### config.mk
export PLATFORM = sky130hd
export DESIGN_NAME = threshold_blob_centroid_top
export DESIGN_NICKNAME = d
export VERILOG_FILES = /design/src/rtl/tbc_pkg.sv /design/src/rtl/threshold_blob_centroid_top.sv
export SDC_FILE = /design/constraint.sdc
export NUM_CORES = 1
export LEC_CHECK = 0
export BUFFER_PORTS_ARGS = -buffer_cell sky130_fd_sc_hd__buf_2
export CORE_MARGIN = 2
export CORE_UTILIZATION = 60
export CTS_CLUSTER_DIAMETER = 40
export DETAILED_ROUTE_END_ITERATION = 16
export MAX_ROUTING_LAYER = met4
export PLACE_DENSITY = 0.84
export SYNTH_ARGS = -nofsm -noshare
export SYNTH_HDL_FRONTEND = slang
export SYNTH_SLANG_ARGS = --single-unit
### constraint.sdc
create_clock -name clock -period 6.5 [get_ports clock]
set_input_delay 0.325 -clock clock [delete_from_list [all_inputs] [get_ports clock]]
set_output_delay 0.325 -clock clock [all_outputs]
set_load 0.05 [all_outputs]
### src/rtl/tbc_pkg.sv
package tbc_pkg;

   localparam int MAX_WIDTH  = 1024;
   localparam int MAX_HEIGHT = 1024;

   localparam int PIX_W   = 8;
   localparam int SIZE_W  = 11;
   localparam int COL_W   = $clog2(MAX_WIDTH);
   localparam int ROW_W   = $clog2(MAX_HEIGHT);
   localparam int COUNT_W = $clog2(MAX_WIDTH * MAX_HEIGHT + 1);
   localparam int QUOT_W  = (COL_W > ROW_W) ? COL_W : ROW_W;
   localparam int SUM_W   = QUOT_W + COUNT_W - 1;
   localparam int STEP_W  = $clog2(QUOT_W);

   localparam int CSR_IDX_W  = 2;
   localparam int CSR_DATA_W = SIZE_W;

   // highlight, center_col, center_row, hit_count, padded to whole bytes
   localparam int RSP_BITS = 1 + COL_W + ROW_W + COUNT_W;
   localparam int RSP_W    = ((RSP_BITS + 7) / 8) * 8;

   localparam logic [PIX_W-1:0]  THRESHOLD_RESET = 8'd254;
   localparam logic [SIZE_W-1:0] WIDTH_RESET     = 11'd640;
   localparam logic [SIZE_W-1:0] HEIGHT_RESET    = 11'd480;

   localparam logic [CSR_IDX_W-1:0] CSR_THRESHOLD = 2'd0;
   localparam logic [CSR_IDX_W-1:0] CSR_WIDTH     = 2'd1;
   localparam logic [CSR_IDX_W-1:0] CSR_HEIGHT    = 2'd2;

   typedef enum logic [1:0] {
      ST_IDLE,
      ST_DIV_COL,
      ST_DIV_ROW
   } state_type;

endpackage

### src/rtl/threshold_blob_centroid_top.sv
// A pixel that does not end its frame has its result registered in the cycle after acceptance.
// The last pixel of a frame with hits gives its result once the division is done:
// one restoring divider, one quotient bit per cycle, runs for column then row.
// Throughput: one pixel per cycle inside a frame unless the output stalls; the divider holds off input
// after the last pixel of a frame with hits. A frame without hits does not hold off input.
// Reset (synchronous, active high) clears counters and sums and loads the register defaults.
module threshold_blob_centroid_top (
   input  logic                             clock,
   input  logic                             reset,
   input  logic                             req_tvalid,
   output logic                             req_tready,
   input  logic [tbc_pkg::PIX_W-1:0]        req_tdata,   // [7:0] pixel_value
   output logic                             rsp_tvalid,
   input  logic                             rsp_tready,
   // [0] highlight, [10:1] center_col, [20:11] center_row, [41:21] hit_count, rest zero
   output logic [tbc_pkg::RSP_W-1:0]        rsp_tdata,
   output logic                             rsp_tlast,   // frame_done
   output logic                             rsp_tuser,   // [0] center_valid
   input  logic                             csr_valid,
   output logic                             csr_ready,
   input  logic [tbc_pkg::CSR_IDX_W-1:0]    csr_index,
   input  logic [tbc_pkg::CSR_DATA_W-1:0]   csr_data
);
   import tbc_pkg::*;

   // configuration
   logic [PIX_W-1:0]  threshold_ff, threshold_in;
   logic [SIZE_W-1:0] width_ff, width_in;
   logic [SIZE_W-1:0] height_ff, height_in;

   // frame state
   state_type         state_ff, state_in;
   logic [COL_W-1:0]  col_cnt_ff, col_cnt_in;
   logic [ROW_W-1:0]  row_cnt_ff, row_cnt_in;
   logic [SUM_W-1:0]  col_sum_ff, col_sum_in;
   logic [SUM_W-1:0]  row_sum_ff, row_sum_in;
   logic [COUNT_W-1:0] hit_total_ff, hit_total_in;

   // shared divider
   logic [SUM_W-1:0]  rem_ff, rem_in;
   logic [SUM_W:0]    dsh_ff, dsh_in;
   logic [QUOT_W-1:0] quot_ff, quot_in;
   logic [STEP_W-1:0] step_ff, step_in;
   logic [COL_W-1:0]  ccol_ff, ccol_in;
   logic              last_hl_ff, last_hl_in;

   // result register
   logic              rsp_valid_ff, rsp_valid_in;
   logic              o_hl_ff, o_hl_in;
   logic              o_done_ff, o_done_in;
   logic              o_cv_ff, o_cv_in;
   logic [COL_W-1:0]  o_col_ff, o_col_in;
   logic [ROW_W-1:0]  o_row_ff, o_row_in;
   logic [COUNT_W-1:0] o_cnt_ff, o_cnt_in;

   logic              accept;
   logic              hit;
   logic [COL_W-1:0]  col_last;
   logic [ROW_W-1:0]  row_last;
   logic              row_end;
   logic              frame_end;
   logic [SUM_W-1:0]  col_sum_upd;
   logic [SUM_W-1:0]  row_sum_upd;
   logic [COUNT_W-1:0] hit_upd;
   logic              div_ge;
   logic [QUOT_W-1:0] quot_next;
   logic              div_last;

   // clamp the frame size to 1..MAX, as last index
   always_comb begin
      if (width_ff == '0) begin
         col_last = '0;
      end else if (32'(width_ff) >= MAX_WIDTH) begin
         col_last = COL_W'(MAX_WIDTH - 1);
      end else begin
         col_last = COL_W'(width_ff - 1'b1);
      end
      if (height_ff == '0) begin
         row_last = '0;
      end else if (32'(height_ff) >= MAX_HEIGHT) begin
         row_last = ROW_W'(MAX_HEIGHT - 1);
      end else begin
         row_last = ROW_W'(height_ff - 1'b1);
      end
   end

   assign accept      = req_tvalid && req_tready;
   assign hit         = req_tdata > threshold_ff;
   assign row_end     = col_cnt_ff >= col_last;
   assign frame_end   = row_end && (row_cnt_ff >= row_last);
   assign col_sum_upd = hit ? col_sum_ff + SUM_W'(col_cnt_ff) : col_sum_ff;
   assign row_sum_upd = hit ? row_sum_ff + SUM_W'(row_cnt_ff) : row_sum_ff;
   assign hit_upd     = hit ? hit_total_ff + 1'b1 : hit_total_ff;

   assign div_ge    = {1'b0, rem_ff} >= dsh_ff;
   assign quot_next = {quot_ff[QUOT_W-2:0], div_ge};
   assign div_last  = step_ff == STEP_W'(QUOT_W - 1);

   // next state
   always_comb begin
      state_in = state_ff;
      unique case (state_ff)
         ST_IDLE: begin
            if (accept && frame_end && hit_upd != '0) begin
               state_in = ST_DIV_COL;
            end
         end
         ST_DIV_COL: begin
            if (div_last) begin
               state_in = ST_DIV_ROW;
            end
         end
         ST_DIV_ROW: begin
            if (div_last) begin
               state_in = ST_IDLE;
            end
         end
         default: state_in = ST_IDLE;
      endcase
   end

   // handshake outputs
   always_comb begin
      req_tready = 1'b0;
      unique case (state_ff)
         ST_IDLE:    req_tready = !rsp_valid_ff || rsp_tready;
         ST_DIV_COL: req_tready = 1'b0;
         ST_DIV_ROW: req_tready = 1'b0;
         default:    req_tready = 1'b0;
      endcase
   end

   assign csr_ready = 1'b1;

   // configuration writes
   always_comb begin
      threshold_in = threshold_ff;
      width_in     = width_ff;
      height_in    = height_ff;
      if (csr_valid) begin
         unique case (csr_index)
            CSR_THRESHOLD: threshold_in = csr_data[PIX_W-1:0];
            CSR_WIDTH:     width_in     = csr_data;
            CSR_HEIGHT:    height_in    = csr_data;
            default:       ;
         endcase
      end
   end

   // datapath
   always_comb begin
      col_cnt_in   = col_cnt_ff;
      row_cnt_in   = row_cnt_ff;
      col_sum_in   = col_sum_ff;
      row_sum_in   = row_sum_ff;
      hit_total_in = hit_total_ff;
      rem_in       = rem_ff;
      dsh_in       = dsh_ff;
      quot_in      = quot_ff;
      step_in      = step_ff;
      ccol_in      = ccol_ff;
      last_hl_in   = last_hl_ff;
      rsp_valid_in = rsp_valid_ff && !rsp_tready;
      o_hl_in      = o_hl_ff;
      o_done_in    = o_done_ff;
      o_cv_in      = o_cv_ff;
      o_col_in     = o_col_ff;
      o_row_in     = o_row_ff;
      o_cnt_in     = o_cnt_ff;

      if (state_ff == ST_IDLE) begin
         if (accept) begin
            if (frame_end) begin
               col_cnt_in = '0;
               row_cnt_in = '0;
               if (hit_upd != '0) begin
                  // hold the sums, start the column division
                  col_sum_in   = col_sum_upd;
                  row_sum_in   = row_sum_upd;
                  hit_total_in = hit_upd;
                  last_hl_in   = hit;
                  rem_in       = col_sum_upd;
                  dsh_in       = (SUM_W + 1)'(hit_upd) << (QUOT_W - 1);
                  quot_in      = '0;
                  step_in      = '0;
               end else begin
                  col_sum_in   = '0;
                  row_sum_in   = '0;
                  hit_total_in = '0;
                  rsp_valid_in = 1'b1;
                  o_hl_in      = hit;
                  o_done_in    = 1'b1;
                  o_cv_in      = 1'b0;
                  o_col_in     = '0;
                  o_row_in     = '0;
                  o_cnt_in     = '0;
               end
            end else begin
               if (row_end) begin
                  col_cnt_in = '0;
                  row_cnt_in = row_cnt_ff + 1'b1;
               end else begin
                  col_cnt_in = col_cnt_ff + 1'b1;
               end
               col_sum_in   = col_sum_upd;
               row_sum_in   = row_sum_upd;
               hit_total_in = hit_upd;
               rsp_valid_in = 1'b1;
               o_hl_in      = hit;
               o_done_in    = 1'b0;
               o_cv_in      = 1'b0;
               o_col_in     = '0;
               o_row_in     = '0;
               o_cnt_in     = '0;
            end
         end
      end else begin
         // one restoring step: subtract the shifted divisor when it fits
         if (div_ge) begin
            rem_in = rem_ff - dsh_ff[SUM_W-1:0];
         end
         dsh_in  = dsh_ff >> 1;
         quot_in = quot_next;
         step_in = step_ff + 1'b1;
         if (div_last) begin
            if (state_ff == ST_DIV_COL) begin
               ccol_in = COL_W'(quot_next);
               rem_in  = row_sum_ff;
               dsh_in  = (SUM_W + 1)'(hit_total_ff) << (QUOT_W - 1);
               quot_in = '0;
               step_in = '0;
            end else begin
               rsp_valid_in = 1'b1;
               o_hl_in      = last_hl_ff;
               o_done_in    = 1'b1;
               o_cv_in      = 1'b1;
               o_col_in     = ccol_ff;
               o_row_in     = ROW_W'(quot_next);
               o_cnt_in     = hit_total_ff;
               col_sum_in   = '0;
               row_sum_in   = '0;
               hit_total_in = '0;
            end
         end
      end
   end

   always_ff @(posedge clock) begin
      if (reset) begin
         threshold_ff <= THRESHOLD_RESET;
         width_ff     <= WIDTH_RESET;
         height_ff    <= HEIGHT_RESET;
         state_ff     <= ST_IDLE;
         col_cnt_ff   <= '0;
         row_cnt_ff   <= '0;
         col_sum_ff   <= '0;
         row_sum_ff   <= '0;
         hit_total_ff <= '0;
         step_ff      <= '0;
         rsp_valid_ff <= 1'b0;
      end else begin
         threshold_ff <= threshold_in;
         width_ff     <= width_in;
         height_ff    <= height_in;
         state_ff     <= state_in;
         col_cnt_ff   <= col_cnt_in;
         row_cnt_ff   <= row_cnt_in;
         col_sum_ff   <= col_sum_in;
         row_sum_ff   <= row_sum_in;
         hit_total_ff <= hit_total_in;
         step_ff      <= step_in;
         rsp_valid_ff <= rsp_valid_in;
      end
   end

   always_ff @(posedge clock) begin
      rem_ff     <= rem_in;
      dsh_ff     <= dsh_in;
      quot_ff    <= quot_in;
      ccol_ff    <= ccol_in;
      last_hl_ff <= last_hl_in;
      o_hl_ff    <= o_hl_in;
      o_done_ff  <= o_done_in;
      o_cv_ff    <= o_cv_in;
      o_col_ff   <= o_col_in;
      o_row_ff   <= o_row_in;
      o_cnt_ff   <= o_cnt_in;
   end

   assign rsp_tvalid = rsp_valid_ff;
   assign rsp_tlast  = o_done_ff;
   assign rsp_tuser  = o_cv_ff;
   assign rsp_tdata  = {(RSP_W - RSP_BITS)'(0), o_cnt_ff, o_row_ff, o_col_ff, o_hl_ff};

   a_no_result_while_dividing: assert property (@(posedge clock) disable iff (reset)
      (state_ff != ST_IDLE) |-> !rsp_valid_ff)
      else $error("result pending while divider busy");

   a_center_needs_frame_end: assert property (@(posedge clock) disable iff (reset)
      (rsp_valid_ff && o_cv_ff) |-> (o_done_ff && o_cnt_ff != '0))
      else $error("center reported without frame end or hits");

   a_step_bound: assert property (@(posedge clock) disable iff (reset)
      (state_ff != ST_IDLE) |-> (step_ff <= STEP_W'(QUOT_W - 1)))
      else $error("divider step out of range");

   a_divider_finishes: assert property (@(posedge clock) disable iff (reset)
      (state_ff == ST_DIV_ROW && div_last) |=> (rsp_valid_ff && o_done_ff && o_cv_ff))
      else $error("division finished without a frame result");

endmodule

==> impl_metrics.env <==
export IMPL_crit_path_start="width_ff[5]"
export IMPL_die_area_um2=27460
export IMPL_synth_top_flop_cell="dfxtp_1"
export IMPL_p_per_area_nw_per_um2=217.7
export IMPL_ctsResizeCount=0
export IMPL_worstSkewPairLatency_ns=0.57
export IMPL_p_leak_uw=0.006971
export IMPL_status="completed"
export IMPL_ant_nets=0
export IMPL_worst_path_max_fanout=39
export IMPL_hpwl_um=28330
export IMPL_setup_viol=0
export IMPL_holdPathStages=3
export IMPL_peakVddDrop_uv=264.6
export IMPL_hold_viol_final=0
export IMPL_clockBufferDepth=3
export IMPL_cts_tree="built"
export IMPL_worst_pin_slew_ns=1.106
export IMPL_h_tree_depth=1
export IMPL_portBuffers=71
export IMPL_dr_wl_met3_um=3846
export IMPL_ys_seq_area_share_pct=41.34
export IMPL_synthCells=1752
export IMPL_area_delta_synth_final_pct=9.976
export IMPL_startpoint_type="flip-flop"
export IMPL_final_max_slew_viol_count=0
export IMPL_crit_required_ns=6.79
export IMPL_pre_cts_slack_ns=1.250
export IMPL_endpoint_kind="flip-flop"
export IMPL_overflow=0
export IMPL_hold_class="input port to flip-flop"
export IMPL_reg2reg_to="rem_ff[2]"
export IMPL_worstHoldStart="csr_data[8]"
export IMPL_drive_gt1_share_pct=10.33
export IMPL_die_w_um=165.7
export IMPL_critical_path_arrival_ns=5.57
export IMPL_tns_ns=0
export IMPL_criticalPathCategory="flip-flop to flip-flop"
export IMPL_cts_buffers=30
export IMPL_ios=79
export IMPL_synth_edf_count=124
export IMPL_grt_max_degree=63
export IMPL_synth_cell_type_count=89
export IMPL_synth_area_leader_cell="edfxtp_1"
export IMPL_post_route_drc_count=0
export IMPL_die_height_um=165.7
export IMPL_wl_met1_um=17020
export IMPL_antenna_found_initial=0
export IMPL_firstDrtPassIters=7
export IMPL_grt_usage_pct=29.53
export IMPL_ys_top_cells_by_area="edfxtp_1, dfxtp_1, ha_1"
export IMPL_setup_ws_ns=1.219
export IMPL_path_clk_slew_ns=0.06
export IMPL_final_nets=1891
export IMPL_num_antenna_cells=0
export IMPL_yosys_warnings=0
export IMPL_globalplace_congestion=0.9468
export IMPL_syn_area_um2=15690
export IMPL_avgSynthCellArea_um2=8.956
export IMPL_cts_root_buf="clkbuf_16"
export IMPL_top_layer_used="met4"
export IMPL_wl_per_cell_um=18.94
export IMPL_holdPathEnd="height_ff[8]"
export IMPL_reg2regPathDepth=14
export IMPL_ys_async_sr_fraction_pct=0
export IMPL_fin_worst_skew_ns=0.01727
export IMPL_rrSetupSlack_ns=1.22
export IMPL_yosysTopAreaCellShare_pct=23.73
export IMPL_grt_pass1_vias=12850
export IMPL_first_iter_violations=1236
export IMPL_fmax_mhz=189.4
export IMPL_row_count=59
export IMPL_vias_per_cell=6.338
export IMPL_period_needed_ns=5.281
export IMPL_fp_coreArea_um2=25840
export IMPL_relSlewSlack_pct=25.98
export IMPL_wirelength_um=40460
export IMPL_start_util_pct=60.73
export IMPL_cts_hold_buf=0
export IMPL_timing_final_crit_share_pct=81.24
export IMPL_rsz0062_at_grt="no"
export IMPL_timing_rr_start="width_ff[5]"
export IMPL_met2_length_um=18570
export IMPL_vias=13540
export IMPL_synth_seq_cells=262
export IMPL_cts_setup_buffers=0
export IMPL_grt_pass1_wl_um=65270
export IMPL_cts_sinks=262
export IMPL_drv_cap=0
-- per-layer routing --
metal  global-route usage [%]  up-vias
met2                    46.92      677
met4                    9.338        0
met3                    4.636       85
met1                    39.05     6352
li1                         -     6423
met5                        -        -
-- registers in the layout (all words and copies together) (netlist names), 8 cells and up --
name,flops
col_sum_ff,30
dsh_ff,30
rem_ff,30
row_sum_ff,30
hit_total_ff,21
o_cnt_ff,21
height_ff,11
width_ff,11
ccol_ff,10
col_cnt_ff,10
o_col_ff,10
o_row_ff,10
row_cnt_ff,10
quot_ff,9
threshold_ff,8
-- worst max path at each step --
stage,endpoint,slack [ns],depth (start not counted)
after floorplan,o_cnt_ff[0],0.51,15
after detailed placement,o_cnt_ff[10],1.25,12
after global placement,o_cnt_ff[13],1.42,12
after global routing,row_sum_ff[28],0.88,17
final,rem_ff[2],1.22,14
after CTS,row_sum_ff[28],1.27,17
-- critical path, cell delays in order, from the launching register on --
cell,delay [ns]
dfxtp_1,0.33
or4_1,0.53
or3_1,0.39
or4_1,0.53
o21a_1,0.16
ha_1,0.26
nand2b_1,0.14
a21o_1,0.17
a21oi_1,0.14
o21ai_0,0.09
a211oi_1,0.53
nor2_1,0.31
nand3_1,0.31
nand2_2,0.61
buf_4,0.49
-- cell families (layout without fill, tap and decap cells) --
logic type | after synthesis | count (layout) | share of synthesized area, %
fa+ha+maj | 88 | 88 | 7.161
compound gates | 484 | 484 | 20.46
flops | 262 | 262 | 41.34
buf+inv | 181 | 225 | 4.776
xor+xnor | 100 | 100 | 5.582
simple gates | 609 | 609 | 18.96
mux | 26 | 26 | 1.674
other cells | 2 | 7 | 0.04786
-- final cells by class --
class | instances | area (um^2)
Inverter | 81 | 304.0
Tap cell | 335 | 419.2
Sequential cell | 262 | 6486
Fill cell | 2002 | 8581
Timing Repair Buffer | 88 | 495.5
Multi-Input combinational cell | 1314 | 8521
Clock buffer | 39 | 817.0
Clock inverter | 17 | 214.0
-- cells in the final DEF, fill, tap and decap left out, drive strengths merged, types with 35 or more instances in the layout --
cell    count
xor2       47
inv        87
a21oi     132
nand2     174
edfxtp    124
clkbuf     39
ha         85
o21ai     109
and3       35
and2       52
dfxtp     138
nand3      54
nor3       47
nor2      147
xnor2      53
a211oi     38
buf        88
-- power by group --
group	internal, uW	switching, uW
Combinational	74.3	194
Clock	1020	709
Sequential	1740	15.7
-- Yosys cell counts (10+ instances only) --
library cell / instances
a21oi_1: 131
and3_1: 34
nand4_1: 19
nor3_1: 47
edfxtp_1: 124
a22o_1: 17
o21ai_0: 83
and2_1: 52
nand2b_1: 11
o21ai_1: 24
clkbuf_1: 68
o22ai_1: 24
a22oi_1: 12
nand2_1: 173
o211ai_1: 16
mux2i_1: 24
xnor2_1: 53
inv_1: 74
dfxtp_1: 138
and4_1: 11
buf_2: 13
a211oi_1: 37
a21o_1: 32
ha_1: 85
buf_4: 12
nand3_1: 54
xor2_1: 47
nor2_1: 146
or3_1: 13
o21a_1: 14
a31oi_1: 15
nor2b_1: 10
-- metrics by stage --
step | util, % | hold slack [ns] | cell area, um^2 | std cells | power [uW]
floorplan | - | 0.4174 | 15710 | 1757 | 1991
global placement | 62.80 | 0.4210 | 16230 | 2080 | 2047
detailed placement | 62.80 | 0.4228 | 16230 | 2080 | 2056
CTS | 66.79 | 0.001057 | 17260 | 2136 | 3767
global route | 66.79 | 0.03624 | 17260 | 2136 | 3857
finish | 66.79 | 0.01642 | 17260 | 2136 | 3757
Power figures use the tool's default switching activity.
